### src/rtl/hashed_bucket_table_depth_replace_unit_defines.svh
// Assertion macros for the hashed bucket table.
`ifndef HASHED_BUCKET_TABLE_DEPTH_REPLACE_UNIT_DEFINES_SVH
`define HASHED_BUCKET_TABLE_DEPTH_REPLACE_UNIT_DEFINES_SVH

// same-cycle implication
`define HBT_ASSERT_IMPL(label, clk, rst, ante, cons, msg) \
   label: assert property (@(posedge clk) disable iff (rst) (ante) |-> (cons)) \
      else $error(msg);

// next-cycle implication
`define HBT_ASSERT_NEXT(label, clk, rst, ante, cons, msg) \
   label: assert property (@(posedge clk) disable iff (rst) (ante) |=> (cons)) \
      else $error(msg);

`endif

### src/rtl/hbt_pkg.sv
// Shared constants and types for the hashed bucket table.
package hbt_pkg;

   localparam int unsigned TABLE_BUCKETS_DEF = 1024;
   localparam int unsigned WAYS_DEF          = 4;
   localparam int unsigned INVALID_CODE_DEF  = 3;

   localparam int unsigned KEY_W     = 64;
   localparam int unsigned WORD_W    = 64;
   localparam int unsigned IDXB_W    = 4;
   localparam int unsigned KEY_IDX_W = 15;
   localparam int unsigned WAY_W     = 3;
   localparam int unsigned SLOT_W    = 2;
   localparam int unsigned DEPTH_W   = 16;

   localparam logic [IDXB_W-1:0]         INDEX_BITS_RESET = 4'd10;
   localparam logic signed [DEPTH_W-1:0] DEPTH_BOUND      = 16'sd32000;

   localparam logic OP_LOOKUP = 1'b0;
   localparam logic OP_INSERT = 1'b1;

   typedef struct packed {
      logic             clear;
      logic             valid;
      logic             insert;
      logic [WAY_W-1:0] way;
   } eval_ctl_type;

   typedef struct packed {
      logic                       found;
      logic [WAY_W-1:0]           found_way;
      logic [WORD_W-1:0]          found_word;
      logic signed [DEPTH_W-1:0]  low_depth;
      logic [WAY_W-1:0]           best_way;
   } scan_result_type;

endpackage

### src/rtl/hbt_way_eval.sv
// Per-way compare unit: key match, empty-slot and shallowest-depth tracking (way 0 excluded).
module hbt_way_eval
   import hbt_pkg::*;
#(
   parameter int unsigned INVALID_CODE = INVALID_CODE_DEF
) (
   input  logic            clock,
   input  logic            reset,
   input  eval_ctl_type    ctl,
   input  logic [KEY_W-1:0]  key,
   input  logic [WORD_W-1:0] slot_word,
   input  logic [KEY_W-1:0]  slot_check,
   output scan_result_type result
);

   logic                      found_ff;
   logic [WAY_W-1:0]          found_way_ff;
   logic [WORD_W-1:0]         found_word_ff;
   logic signed [DEPTH_W-1:0] min_ff;
   logic [WAY_W-1:0]          best_ff;
   logic                      key_match;
   logic                      empty;
   logic                      take;
   logic signed [DEPTH_W-1:0] depth;

   assign key_match = (slot_check ^ slot_word) == key;
   assign empty     = slot_word[55:48] == 8'(INVALID_CODE);
   assign take      = key_match || (ctl.insert && empty);
   assign depth     = signed'(slot_word[31:16]);

   always_ff @(posedge clock) begin
      if (reset) begin
         found_ff <= 1'b0;
      end else if (ctl.clear) begin
         found_ff <= 1'b0;
      end else if (ctl.valid && !found_ff && take) begin
         found_ff <= 1'b1;
      end
   end

   always_ff @(posedge clock) begin
      if (ctl.clear) begin
         found_way_ff  <= '0;
         found_word_ff <= '0;
         min_ff        <= DEPTH_BOUND;
         best_ff       <= '0;
      end else if (ctl.valid) begin
         if (!found_ff && take) begin
            found_way_ff  <= ctl.way;
            found_word_ff <= slot_word;
         end
         if (ctl.way != '0 && depth < min_ff) begin
            min_ff  <= depth;
            best_ff <= ctl.way;
         end
      end
   end

   assign result.found      = found_ff;
   assign result.found_way  = found_way_ff;
   assign result.found_word = found_word_ff;
   assign result.low_depth  = min_ff;
   assign result.best_way   = best_ff;

endmodule
### config.mk
export PLATFORM = sky130hd
export DESIGN_NAME = hbt_way_eval
export DESIGN_NICKNAME = d
export VERILOG_FILES = /design/src/rtl/hashed_bucket_table_depth_replace_unit_defines.svh /design/src/rtl/hbt_pkg.sv /design/src/rtl/hbt_way_eval.sv
export SDC_FILE = /design/constraint.sdc
export NUM_CORES = 1
export LEC_CHECK = 0
export BUFFER_PORTS_ARGS = -buffer_cell sky130_fd_sc_hd__buf_2
export CAP_MARGIN = 20
export CORE_ASPECT_RATIO = 1.2
export CORE_MARGIN = 2
export CORE_UTILIZATION = 30
export DETAILED_ROUTE_END_ITERATION = 10
export GPL_ROUTABILITY_DRIVEN = 0
export PLACE_DENSITY_LB_ADDON = 0.1
export SYNTH_ARGS = -nofsm -noshare
export SYNTH_HDL_FRONTEND = slang
export SYNTH_SLANG_ARGS = --single-unit
### constraint.sdc
create_clock -name clock -period 2.4 [get_ports clock]
set_input_delay 0.12 -clock clock [delete_from_list [all_inputs] [get_ports clock]]
set_output_delay 0.12 -clock clock [all_outputs]
set_load 0.02 [all_outputs]
==> metrics.csv <==
metric,value,unit
status,finished clean,
worst-skew pair later-pin latency,0.35,ns
Die X,127,um
post-synthesis sequential area ratio,31.8,%
routed wl met3,1.14,mm
worst-path maximum fanout,11,
CP startpoint kind,register,
Main synth FF type,dfxtp_1,
worst endpoint required time,2.63,ns
wire per inst,17.8,um
die height,152,um
average cell area after synthesis,12.0,sq um
vias per inst,4.55,
Yosys cell types,35,
CTS Buffer Depth,2,
Antenna Cells,0,
Num CTS Buffers,9,
CP arrival,2.43,ns
CTS tree,yes,
htree depth,3,
area grow syn2layout,36.0,%
Initial Util,30.4,%
Placed Cells incl. Taps,961,
"commonest non-fill, non-tap cell in the layout",buf_2,
CP Capture Point,min_ff[6],
PD cells,492,nW/um^2
Syn Nets,671,
Worst Path Buf+Inv,2,
clock root cell,clkbuf_16,
post-detailed-route DRC marker count,0,
Slew headroom,67.9,%
DIE AREA,19400,sq um
Slew @ Worst Pin,0.481,ns
Crit path max-delay family,compound AO/OA/AOI/OAI gates,
Max Slew Vio Count,0,
share of layout cells above drive strength 1,45.5,%
Reg2Reg Depth,9,
uppermost layer routed,met5,
number of vias in the routed layout,4436,
most frequent cells in the layout,"buf_2, dfxtp_1, mux2i_1, nor2_1, xnor3_1",
RSZ-0062 raised after global routing,false,
final setup fails,0,
Worst path slowest cell,a221o_1,
core area,18000,sq um
Final Skew,0.00731,ns
Max-Cap Viols,0,
worst path cell trace,inv_1 -> ha_1 -> a21o_1 -> a21o_1 -> a21oi_2 -> o211ai_1 -> a221o_1 -> buf_12 -> mux2i_1,
FMAX,455,MHz
post-DP HPWL,14.4,mm
dpl ws,-0.232,ns
Final Hold Fails,0,
yosys warns,0,
Final Net Count,964,
Leak,3.93,nW
1st-pass router iterations,4,
total wire length,17.4,mm
Metal-1 WL,6.58,mm
CP Launch Point,min_ff[9],
Crit Reg-Reg Endpoint,min_ff[6],
Worst path depth,9,
GRT Overall Usage,17.9,%
launch point of the worst reg-to-reg path,min_ff[9],
I/O Pins,287,
Worst Setup End Kind,register,
largest net degree at the start of global routing,59,
Initial DRC Count,193,
Antenna Nets Post-Route,0,
fillers,1814,
Port Buffer Count,286,
CP dominant cell by count,a21o_1,
met2 wire len,9.30,mm
setup TNS,0,ns
Final period util,91.5,%
Period minus WS final,2.20,ns
Num Clock Sinks,87,
Rows,54,
VDD IR max,0.314,mV
r2r setup slk,0.20,ns
initial antenna violation count,1,
Post-Syn Area,5480,sq um
Finished Layout Cells,976,
class of the worst hold path,in2reg,
Yosys reg bits,87,
critical path class,reg2reg,
max incr delay on CP,0.39,ns
Syn Inst Count,456,
total congestion overflow,0,
fin worst setup slack,0.203,ns
Post-synth EDFFs,0,
global-route wire length before repair,26.2,mm
Async SR Flop Fraction,0,%
clk slew on worst S/H paths,0.07,ns
vias in the first global route,4737,
setup bufs post-CTS,0,
stage by stage:
| stage | area [sq um] | util [%] | hold slack, ns | power (mW) |
|---|---|---|---|---|
| after CTS | 7440 | 41.2 | 0.0223 | 3.73 |
| after global routing | 7450 | 41.3 | 0.0411 | 3.83 |
| final | 7450 | 41.3 | 0.0325 | 3.66 |
| after global placement | 7160 | 39.7 | 0.288 | 2.38 |
| after detailed placement | 7160 | 39.7 | 0.297 | 2.39 |
| after floorplan | 5480 | - | 0.197 | 2.01 |
worst min path at each step:
stage	startpoint	endpoint	slack, ns	cells past startpoint
5_1_grt	slot_word[35]	found_word_ff[35]	0.04	3
6_report	slot_word[58]	found_word_ff[58]	0.03	3
3_5_place_dp	reset	found_ff	0.30	2
2_1_floorplan	reset	found_ff	0.20	1
4_1_cts	slot_word[46]	found_word_ff[46]	0.02	3
3_3_place_gp	reset	found_ff	0.29	2
per-layer routing:
metal / vias to the layer above / GRT usage [%]
li1: 2194 / -
met1: 2055 / 19.4
met2: 164 / 33.3
met3: 21 / 4.54
met4: 2 / 6.38
met5: - / 0
worst register-to-register path, delay by kind of cell, from the launching register on:
kind,cells,cell delay (ns)
DFF,1,0.32
buffers and inverters,2,0.21
adders and majority gates,1,0.28
AOI/OAI and AO/OA,5,1.15
muxes,1,0.12
sequential cells by signal (all words and copies together), names as in the netlist:
register and cells:
best_ff 3, found_ff 1, found_way_ff 3, found_word_ff 64, min_ff 16
timing repair:
item / in CTS / in global routing
hold buffers: 1 / 0
setup endpoints to repair: 0 / 19
gates resized for setup: 0 / 2
hold endpoints to repair: 1 / 0
power by group:
group	internal, mW	switching (mW)	total, mW
Combinational	0.503	0.358	0.861
Sequential	1.47	0.0158	1.48
Clock	0.747	0.570	1.32
Total	2.72	0.945	3.66
layout make-up:
class | count | area [sq um] | area share (%)
Sequential cell | 87 | 1740 | 23.4
Timing Repair Buffer | 303 | 1630 | 21.8
Tap cell | 224 | 280 | 3.76
Clock buffer | 13 | 260 | 3.50
Inverter | 16 | 60.1 | 0.807
Clock inverter | 1 | 5.00 | 0.0672
Multi-Input combinational cell | 332 | 3470 | 46.6
cell usage after synthesis, drive strengths merged, types with 5 or more instances:
master | count | share of area [%]
nor2 | 77 | 5.3
nor4 | 5 | 1.7
a21o | 6 | 0.82
ha | 15 | 3.4
dfxtp | 87 | 32
mux2i | 82 | 15
nand3 | 8 | 0.73
clkbuf | 10 | 0.69
inv | 16 | 1.1
nand4 | 20 | 2.9
buf | 9 | 2.8
nand2b | 27 | 3.1
a21oi | 7 | 0.85
nand2 | 6 | 0.41
xnor3 | 64 | 27
cells by family (layout without fill, tap and decap cells):
logic type	Yosys count	in the layout	synth area share, %
and+or+nand+nor	149	149	14.9
DFF	87	87	31.8
muxes	82	82	15.0
xor gates and xnor gates	64	64	26.8
buffers and inverters	37	333	4.91
AOI/OAI and AO/OA	22	22	3.20
adders and majority gates	15	15	3.43
Power figures use the tool's default switching activity.
