File: src/rtl/hashed_bucket_table_depth_replace_unit_defines.svh
// Assertion macros for the hashed bucket table.
`ifndef HASHED_BUCKET_TABLE_DEPTH_REPLACE_UNIT_DEFINES_SVH
`define HASHED_BUCKET_TABLE_DEPTH_REPLACE_UNIT_DEFINES_SVH

// same-cycle implication
`define HBT_ASSERT_IMPL(label, clk, rst, ante, cons, msg) \
   label: assert property (@(posedge clk) disable iff (rst) (ante) |-> (cons)) \
      else $error(msg);

// next-cycle implication
`define HBT_ASSERT_NEXT(label, clk, rst, ante, cons, msg) \
   label: assert property (@(posedge clk) disable iff (rst) (ante) |=> (cons)) \
      else $error(msg);

`endif

File: src/rtl/hbt_pkg.sv
// Shared constants and types for the hashed bucket table.
package hbt_pkg;

   localparam int unsigned TABLE_BUCKETS_DEF = 1024;
   localparam int unsigned WAYS_DEF          = 4;
   localparam int unsigned INVALID_CODE_DEF  = 3;

   localparam int unsigned KEY_W     = 64;
   localparam int unsigned WORD_W    = 64;
   localparam int unsigned IDXB_W    = 4;
   localparam int unsigned KEY_IDX_W = 15;
   localparam int unsigned WAY_W     = 3;
   localparam int unsigned SLOT_W    = 2;
   localparam int unsigned DEPTH_W   = 16;

   localparam logic [IDXB_W-1:0]         INDEX_BITS_RESET = 4'd10;
   localparam logic signed [DEPTH_W-1:0] DEPTH_BOUND      = 16'sd32000;

   localparam logic OP_LOOKUP = 1'b0;
   localparam logic OP_INSERT = 1'b1;

   typedef struct packed {
      logic             clear;
      logic             valid;
      logic             insert;
      logic [WAY_W-1:0] way;
   } eval_ctl_type;

   typedef struct packed {
      logic                       found;
      logic [WAY_W-1:0]           found_way;
      logic [WORD_W-1:0]          found_word;
      logic signed [DEPTH_W-1:0]  low_depth;
      logic [WAY_W-1:0]           best_way;
   } scan_result_type;

endpackage

File: src/rtl/hbt_bucket_map.sv
// Two-stage reduction of the masked key modulo the bucket count.
module hbt_bucket_map
   import hbt_pkg::*;
#(
   parameter int unsigned BUCKETS = TABLE_BUCKETS_DEF
) (
   input  logic                         clock,
   input  logic                         reset,
   input  logic                         load,
   input  logic [KEY_IDX_W-1:0]         masked_key,
   output logic                         done,
   output logic [$clog2(BUCKETS)-1:0]   bucket
);

   localparam int unsigned NB    = $clog2(BUCKETS);
   localparam int unsigned SHIFT = KEY_IDX_W + NB;
   localparam longint unsigned RECIP =
      ((64'd1 << SHIFT) + 64'(BUCKETS) - 64'd1) / 64'(BUCKETS);
   localparam int unsigned RW = $clog2(RECIP + 1);
   localparam int unsigned PW = KEY_IDX_W + RW;

   logic                 stage1_ff;
   logic                 done_ff;
   logic [KEY_IDX_W-1:0] key_ff;
   logic [PW-1:0]        prod_ff;
   logic [NB-1:0]        bucket_ff;
   logic [KEY_IDX_W-1:0] quot;
   logic [KEY_IDX_W-1:0] rem;

   assign quot = KEY_IDX_W'(prod_ff >> SHIFT);
   assign rem  = key_ff - KEY_IDX_W'(quot * KEY_IDX_W'(BUCKETS));

   always_ff @(posedge clock) begin
      if (reset) begin
         stage1_ff <= 1'b0;
         done_ff   <= 1'b0;
      end else begin
         stage1_ff <= load;
         done_ff   <= stage1_ff;
      end
   end

   always_ff @(posedge clock) begin
      if (load) begin
         key_ff  <= masked_key;
         prod_ff <= PW'(masked_key) * PW'(RECIP);
      end
      if (stage1_ff) begin
         bucket_ff <= NB'(rem);
      end
   end

   assign done   = done_ff;
   assign bucket = bucket_ff;

endmodule

File: config.mk
export PLATFORM = sky130hd
export DESIGN_NAME = hbt_bucket_map
export DESIGN_NICKNAME = d
export VERILOG_FILES = /design/src/rtl/hashed_bucket_table_depth_replace_unit_defines.svh /design/src/rtl/hbt_pkg.sv /design/src/rtl/hbt_bucket_map.sv
export SDC_FILE = /design/constraint.sdc
export NUM_CORES = 1
export LEC_CHECK = 0
export ABC_AREA = 0
export ABC_CLOCK_PERIOD_IN_PS = 1100
export BUFFER_PORTS_ARGS = -buffer_cell sky130_fd_sc_hd__buf_2
export CORE_AREA = 2 2 42 44
export DETAILED_ROUTE_END_ITERATION = 8
export DIE_AREA = 0 0 44 46
export PLACE_DENSITY = 0.8
export REMOVE_ABC_BUFFERS = 1
export SLEW_MARGIN = 20
export SYNTH_ARGS = -nofsm -noshare
export SYNTH_HDL_FRONTEND = slang
export SYNTH_SLANG_ARGS = --single-unit
File: constraint.sdc
create_clock -name clock -period 1.1 [get_ports clock]
set_input_delay 0.275 -clock clock [delete_from_list [all_inputs] [get_ports clock]]
set_output_delay 0.275 -clock clock [all_outputs]
set_load 0.02 [all_outputs]
==> results of run 1 <==
[power by group through the flow]
stage / combinational, W / clock (W) / sequential (W)
after floorplan: 0.00000217 / 0 / 0.00106
final: 0.000116 / 0.000333 / 0.00101
after global routing: 0.000123 / 0.000380 / 0.00101
after CTS: 0.0000992 / 0.000344 / 0.00100
after detailed placement: 0.0000933 / 0 / 0.00102
after global placement: 0.0000914 / 0 / 0.00102
[worst max path at each step]
| stage | cells past startpoint | startpoint | slack [ps] | endpoint |
|---|---|---|---|---|
| 4_1_cts | 1 | bucket[1]$_DFFE_PP_ | -30 | bucket[1] |
| 2_1_floorplan | 0 | stage1_ff$_SDFF_PP0_ | 260 | bucket[0]$_DFFE_PP_ |
| 3_5_place_dp | 0 | stage1_ff$_SDFF_PP0_ | 120 | bucket[0]$_DFFE_PP_ |
| 3_3_place_gp | 0 | stage1_ff$_SDFF_PP0_ | 200 | bucket[3]$_DFFE_PP_ |
| 6_report | 1 | bucket[1]$_DFFE_PP_ | -10 | bucket[1] |
| 5_1_grt | 1 | bucket[1]$_DFFE_PP_ | -60 | bucket[1] |
[cells in the mapped netlist]
| cell | instances |
|---|---|
| sky130_fd_sc_hd__nor2b_1 | 2 |
| sky130_fd_sc_hd__edfxtp_1 | 20 |
| sky130_fd_sc_hd__dfxtp_1 | 2 |
[stage by stage]
step	hold WS (ps)	area [µm²]	setup TNS [ps]
2_1_floorplan	347	653	0
3_3_place_gp	404	790	0
3_5_place_dp	405	790	0
4_1_cts	131	825	-124
5_1_grt	117	862	-428
6_report	136	862	-25.8
[per-layer routing]
layer / global-route usage, % / vias to the layer above / routed length [µm]
met5: 0 / - / 0
met3: 4.37 / 0 / 86
met2: 11.8 / 20 / 351
li1: - / 145 / -
met4: 7.27 / 0 / 0
met1: 9.50 / 130 / 332
[cell type report]
cell class,instances,share of cell area (%)
Clock buffer,3,2.61
Sequential cell,22,74.3
Timing Repair Buffer,23,19.2
Multi-Input combinational cell,2,1.45
Tap cell,17,2.47
[cell families (layout without fill, tap and decap cells)]
group / count (synthesis) / in the layout / share of synthesized area [%]
and+or+nand+nor: 2 / 2 / 1.92
buffers and inverters: 0 / 26 / 0
DFF: 22 / 22 / 98.1
[registers in the layout (all words and copies together) (netlist names)]
signal	count
bucket	10
key_ff	10
done	1
stage1_ff	1
[what timing repair did]
action,4_1_cts,5_1_grt
resized for setup,4,12
setup endpoints to repair,8,10
pin swaps,0,0
hold buffers,0,0
==> run summary, run 1 <==
The run finished, with violations left. The final reports fail on negative setup slack. TritonCTS created 3 clock buffers. The area enclosed by the die boundary is 2020 µm². The fraction of the core area covered by cells at the end of the flow is 53.4%. The most common cell after layout, fill and taps aside is sky130_fd_sc_hd__edfxtp_1. The power dissipated by switching net loads is 0.000287 W. The global-route wire length before repair came out at 1.11 mm. The upper clock frequency limit came out at 0.900 GHz. The worst reg2reg path startpoint is stage1_ff$_SDFF_PP0_. The signed area change from the synthesized netlist to the final layout came out at 32.0%.

In this run switching power makes up 19.7% of total power. The multi-input gate area in the final layout came out at 12.5 µm². The total wire length came out at 771 µm. The static leakage is 0.335 nW. For this configuration, the core starts out at a cell density of 40.5%. The clock network is responsible for 22.9% of the overall power. The total via count in the routed design came out at 295. The average wire length per cell after detail routing came out at 11.5 µm. The count of distinct cell types in the synthesized netlist came out at 3. The clock transition at the registers of the reported paths is 110 ps. After clock tree synthesis, the setup repair step added 0 buffers.

The final global-route overflow total is 0. The width of the chip is 44 µm. IR analysis of the VDD net gives a maximum drop of 800 µV. On the worst path, the slowest cell contributes a delay of 400 ps. The final setup violation count came out at 6.

The number of cells on the worst hold path is 2. The total power per unit cell area came out at 1690 nW/µm². Sequential cells were found to cover 98.1% of the synthesized design area. The last weighted congestion value of the routability-driven placer is 0.589.

The critical path data required time came out at 820 ps. Counting the fill cells in the layout gives 125. After layout, the worst path uses 101% of the clock period. The area of the core is 1610 µm².

Across the routed clock network, the largest skew measured is 6.45 ps. Clock latency on the worst-skew pair, taken at its later pin, is 290 ps. The post-synthesis instance area is 653 µm².

The endpoint arrival time on the critical path is 840 ps. The count of buffers added on input and output ports is 23. The count of max-cap constraint violations is 0.

For this design, the sink count on the clock tree is 22. The detailed router's first-iteration violation count came out at 5. The worst hold path terminates at done$_SDFF_PP0_. The fraction of layout instances using a drive strength above 1 is 52.0%. The endpoint identified for the worst register-to-register timing path is bucket[7]$_DFFE_PP_. The largest individual stage delay along the critical path comes from the cell sky130_fd_sc_hd__edfxtp_1. The total power came out at 0.00145 W. The flop and latch count out of synthesis is 22. In this run the biggest area consumer among cell types represents 92.0% of the synthesized area. The floorplan has 15 rows. The count of final max-slew check failures is 0. The overall die height is 46 µm. The number of vias per cell is 4.40. The pin slew with the least headroom to its limit is 455 ps. The register area came out at 641 µm². The worst setup path is of the register to output pin kind. In this run the remaining antenna-violating nets after routing total 0.

The count of buffering cells on the critical path with inverters included is 1. Of the total power, combinational logic draws 8.0%. STA classifies the critical path endpoint as an output pin. The number of cells on the worst reg-to-reg path is 0. The deepest level of the CTS H-tree came out at 1. The number of top-level pins is 29. The worst pin sits at a relative slew slack of 69.7%. The final hold violation count came out at 0. In the layout the commonest cells are sky130_fd_sc_hd__edfxtp_1 (20), sky130_fd_sc_hd__buf_2 (15), sky130_fd_sc_hd__buf_6 (8). The cell internal power dissipation is 0.00117 W.

The biggest area contributor in the post-synthesis netlist is sky130_fd_sc_hd__edfxtp_1. Setup repair after global routing could not meet its margin everywhere. The first-pass iteration count of the detailed router is 2. The mean instance size in the synthesized netlist came out at 27.2 µm². The family with the most delay on the worst path is flip-flops. The total of warnings raised by yosys is 0. The startpoint identified for the worst hold timing path is reset.

The post-route non-filler standard cell count is 67. The CTS tree is yes. The critical path goes through buf_6. The setup check on the worst reg-to-reg path leaves a slack of 140 ps.

The path class of the tightest hold or removal check is input port to register. The clock root buffer master is sky130_fd_sc_hd__clkbuf_4. By area the synthesized netlist is led by sky130_fd_sc_hd__edfxtp_1 (92%), sky130_fd_sc_hd__dfxtp_1 (6.1%), sky130_fd_sc_hd__nor2b_1 (1.9%). Entering global routing, the biggest net connects 12 pins. The element type at the critical path start is a register.

The deepest clock path buffer count came out at 2. The time the final worst path needs with I/O delays and setup came out at 1110 ps. The highest fanout seen on the critical path came out at 1.

Global routing used 8.45% of the available tracks. The synthesized instance count came out at 24. The number of antenna violations at the first check in global routing is 0. The final net count is 70. The count of unresolved DRC violations after routing is 0. The setup slack of the critical path after layout is -11.1 ps. The pre-CTS worst setup slack is 125 ps.

The part of the power in registers is 69.1%. The antenna diode count came out at 0. The number of global-route vias before repair is 286.

After detailed placement, the design holds a cell count of 64.
(Power assumes the default switching activity.)
==> run 2, diff against run 1 <==
Settings changed: ABC_AREA 0 to 1, CORE_AREA 2 2 42 44 to 2 2 43 45, DIE_AREA 0 0 44 46 to 0 0 45 47, PLACE_DENSITY 0.8 to 0.77.
==> run 2 against run 1 <==
Net effect:
- the run still ends with negative setup slack left
- setup slack lost 7.2 ps
- core utilization is essentially flat
- sequential share of layout area shrank 1.7 points
- critical endpoint unchanged
- largest cell class unchanged
- highest routed layer is now met4
==> run summary, run 2 <==
The flow ran to the end, but the final reports show violations. The final reports fail on negative setup slack. The worst slew margin relative to its limit came out at 70.1% (+0.49 points). The number of top-level pins was 29 (unchanged). The time the final worst path needs with I/O delays and setup is 1120 ps (+7.25 ps). The period utilization came out at 102% (+0.66 points). The total clock sinks is 22 (unchanged).

The deepest level of the CTS H-tree is 1 (unchanged). TritonCTS built the clock tree. The total of warnings raised by yosys came out at 0 (unchanged). The total wire length was 798 µm (+3.5%). The sequential area share after synthesis is 97.7% (-0.37 points). The longest individual stage delay on the worst path was 400 ps (about the same). The count of unresolved DRC violations after routing is 0 (unchanged). The area fraction of the dominant cell type after synthesis came out at 91.6% (-0.35 points). The async set-reset flop share out of synthesis is 0% (unchanged). The most common cell in the synthesized netlist is sky130_fd_sc_hd__edfxtp_1. The antenna diode count came out at 0 (unchanged).

For this run, the leading register cell type out of synthesis is sky130_fd_sc_hd__edfxtp_1. The worst setup path is captured at an output pin. The count of max-cap constraint violations is 0 (unchanged). The worst hold path belongs to the class input port to register. The maximum number of pins on one net before global-route repair is 14 (+2). The largest total area in the synthesized netlist belongs to sky130_fd_sc_hd__edfxtp_1. The share of total power in combinational logic is 6.5% (-1.5 points). The largest individual stage delay along the critical path comes from the cell sky130_fd_sc_hd__edfxtp_1. The cell internal power dissipation is 0.00140 W (+20%).

The total via count in the routed design came out at 310 (+5.1%). The count of flip-flops with a built-in enable after synthesis is 20 (unchanged). The overall die height came out at 47 µm (+2.2%). Leaving out fill and tap cells, the most frequent cell in the layout is sky130_fd_sc_hd__edfxtp_1. The upper clock frequency limit came to 0.894 GHz (-0.65%). The clock transition at the registers of the reported paths is 120 ps (about the same). The switching part of the total power came out at 17.7% (-2.0 points). The clock latency on the worst-skew pair came out at 300 ps (about the same). The final global-route overflow total came out at 0 (unchanged). The detailed router's first-iteration violation count is 1 (-4).

Setup repair after global routing could not meet its margin everywhere. The endpoint arrival time on the critical path is 840 ps (about the same). The count of distinct cell types in the synthesized netlist was 4 (+1).

The type of the worst setup path is register to output pin. The number of antenna violations at the first check in global routing came out at 0 (unchanged). The global-route wire length before repair came out at 1.10 mm (-1.2%). The maximum ir drop on the vdd rail came out at 1010 µV (+26%). The flop and latch count out of synthesis is 22 (unchanged). The first-pass iteration count of the detailed router came out at 4 (+2). The width of the chip is 45 µm (+2.3%). The fraction of the core area covered by cells at the end of the flow came to 53.4% (about the same). The static leakage came out at 0.353 nW (+5.3%).

By area the synthesized netlist is led by sky130_fd_sc_hd__edfxtp_1 (92%), sky130_fd_sc_hd__dfxtp_1 (6.1%), sky130_fd_sc_hd__inv_1 (1.1%). The clock root buffer master is sky130_fd_sc_hd__clkbuf_4. The highest fanout seen on the critical path came out at 1 (unchanged).

The final hold violation count came out at 0 (unchanged). The number of CTS-inserted buffers came out at 3 (unchanged). The effective utilization at floorplan came to 39.7% (-0.77 points). The critical path data required time was 820 ps (about the same). The mean instance size in the synthesized netlist was 25.2 µm² (-7.3%). The deepest clock path buffer count is 2 (unchanged). Walking the worst path, the cells encountered are buf_6.

The family with the most delay on the worst path is flip-flops. The fraction of layout instances using a drive strength above 1 came out at 50.9% (-1.1 points). The post-synthesis instance area came out at 656 µm² (+0.38%). The count of final max-slew check failures is 0 (unchanged). The number of global-route vias before repair is 278 (-2.8%). The overall fraction of global-route tracks in use is 7.77% (-0.69 points). By count the netlist is led by sky130_fd_sc_hd__edfxtp_1 (20), sky130_fd_sc_hd__dfxtp_1 (2), sky130_fd_sc_hd__inv_1 (2), sky130_fd_sc_hd__nor2_1 (2). The area enclosed by the die boundary came out at 2120 µm² (+4.5%). The total power per unit cell area is 1930 nW/µm² (+14%). The worst setup path is launched from a register. The setup slack of the critical path after layout came out at -18.3 ps (-7.25 ps). The number of setup buffers added after CTS came out at 0 (unchanged). The pin slew with the least headroom to its limit came out at 447 ps (-7.35 ps).

The last weighted congestion value of the routability-driven placer is 0.617 (+4.8%). The clock network fraction of total power came out at 34.5% (+12 points). The part of the power in registers came out at 59.0% (-10 points). The final worst clock skew is 11.1 ps (+4.63 ps). The final setup violation count came to 9 (+3). The sum of negative setup slack came out at -67.7 ps (-41.9 ps). The area growth from synthesis to layout is 34.5%.

The total power came out at 0.00170 W (+17%). The power dissipated by switching net loads came out at 0.000302 W (+5.1%). The average wire length per cell after detail routing is 11.4 µm (-0.93%). The count of buffering cells on the critical path with inverters included was 1 (unchanged). The synthesized instance count was 26 (+8.3%). The site row count is 15 (unchanged). The area of the core is 1650 µm² (+2.3%).

In the layout the commonest cells are sky130_fd_sc_hd__edfxtp_1 (20), sky130_fd_sc_hd__buf_2 (17), sky130_fd_sc_hd__buf_6 (6). The number of buffer cells added on primary ports came out at 23 (unchanged). The number of vias per cell came out at 4.43 (+0.58%). The final net count was 72 (+2.9%). The remaining antenna violation count after routing was 0 (unchanged).
[run 2: cell types whose count changed in the layout (fill, tap and decap cells not counted)]
cell / before / now
sky130_fd_sc_hd__nor2b_1: 2 / 0
sky130_fd_sc_hd__bufinv_16: 0 / 1
sky130_fd_sc_hd__buf_6: 8 / 6
sky130_fd_sc_hd__nor2_1: 0 / 2
sky130_fd_sc_hd__inv_1: 0 / 2
sky130_fd_sc_hd__buf_2: 15 / 17
[run 2: cell families (layout without fill, tap and decap cells)]
logic type	count (synthesis)	in the layout	synth area share [%]
flops	22	22	97.7
simple gates	2	2	1.15
buf+inv	2	29	1.15
[run 2: final timing paths]
kind	from	end	slack [ps]	cells past startpoint
worst max-delay path	bucket[1]$_DFFE_PP_	bucket[1]	-20	1
worst min-delay path	reset	stage1_ff$_SDFF_PP0_	130	2
worst max register to register	stage1_ff$_SDFF_PP0_	bucket[5]$_DFFE_PP_	130	0
worst min register to register	key_ff[9]$_DFFE_PP_	bucket[9]$_DFFE_PP_	420	0
[run 2: metal layers]
metal | wire [µm] | up-vias | part of all wire, % | global-route usage, %
met2 | 339 | 23 | 42 | 10.3
met3 | 98 | 2 | 12 | 2.69
met5 | 0 | - | 0 | 0
met4 | 18 | 0 | 2.3 | 8.82
met1 | 341 | 135 | 43 | 9.23
li1 | - | 150 | - | -
[run 2: power by group through the flow]
stage               clock network [W]   logic (W)  registers [W]
detailed placement                  0   0.0000946        0.00102
finish                       0.000587    0.000111        0.00100
CTS                          0.000602   0.0000976        0.00100
floorplan                           0  0.00000247        0.00106
global route                 0.000628    0.000119        0.00101
global placement                    0   0.0000923        0.00102
[run 2: per-stage QoR]
stage,setup slack [ps],instance area (µm²),hold WS (ps),instances
after floorplan,255,656,346,26
after global placement,204,792,402,66
after global routing,-55.3,882,125,70
after CTS,-25.3,851,118,70
after detailed placement,149,792,412,66
final,-18.3,882,129,70
[run 2: final cells by class]
cell class | count | area, µm²
clock buffer | 3 | 22.5
inverter | 2 | 7.51
fill | 134 | 769
sequential | 22 | 641
multi-input combinational | 2 | 7.51
timing repair buffer | 23 | 153
clock inverter | 1 | 30.0
tap | 17 | 21.3
[run 2: timing repair]
item	in CTS	in global routing
hold buffers	0	0
resized for setup	2	10
setup endpoints to repair	10	10
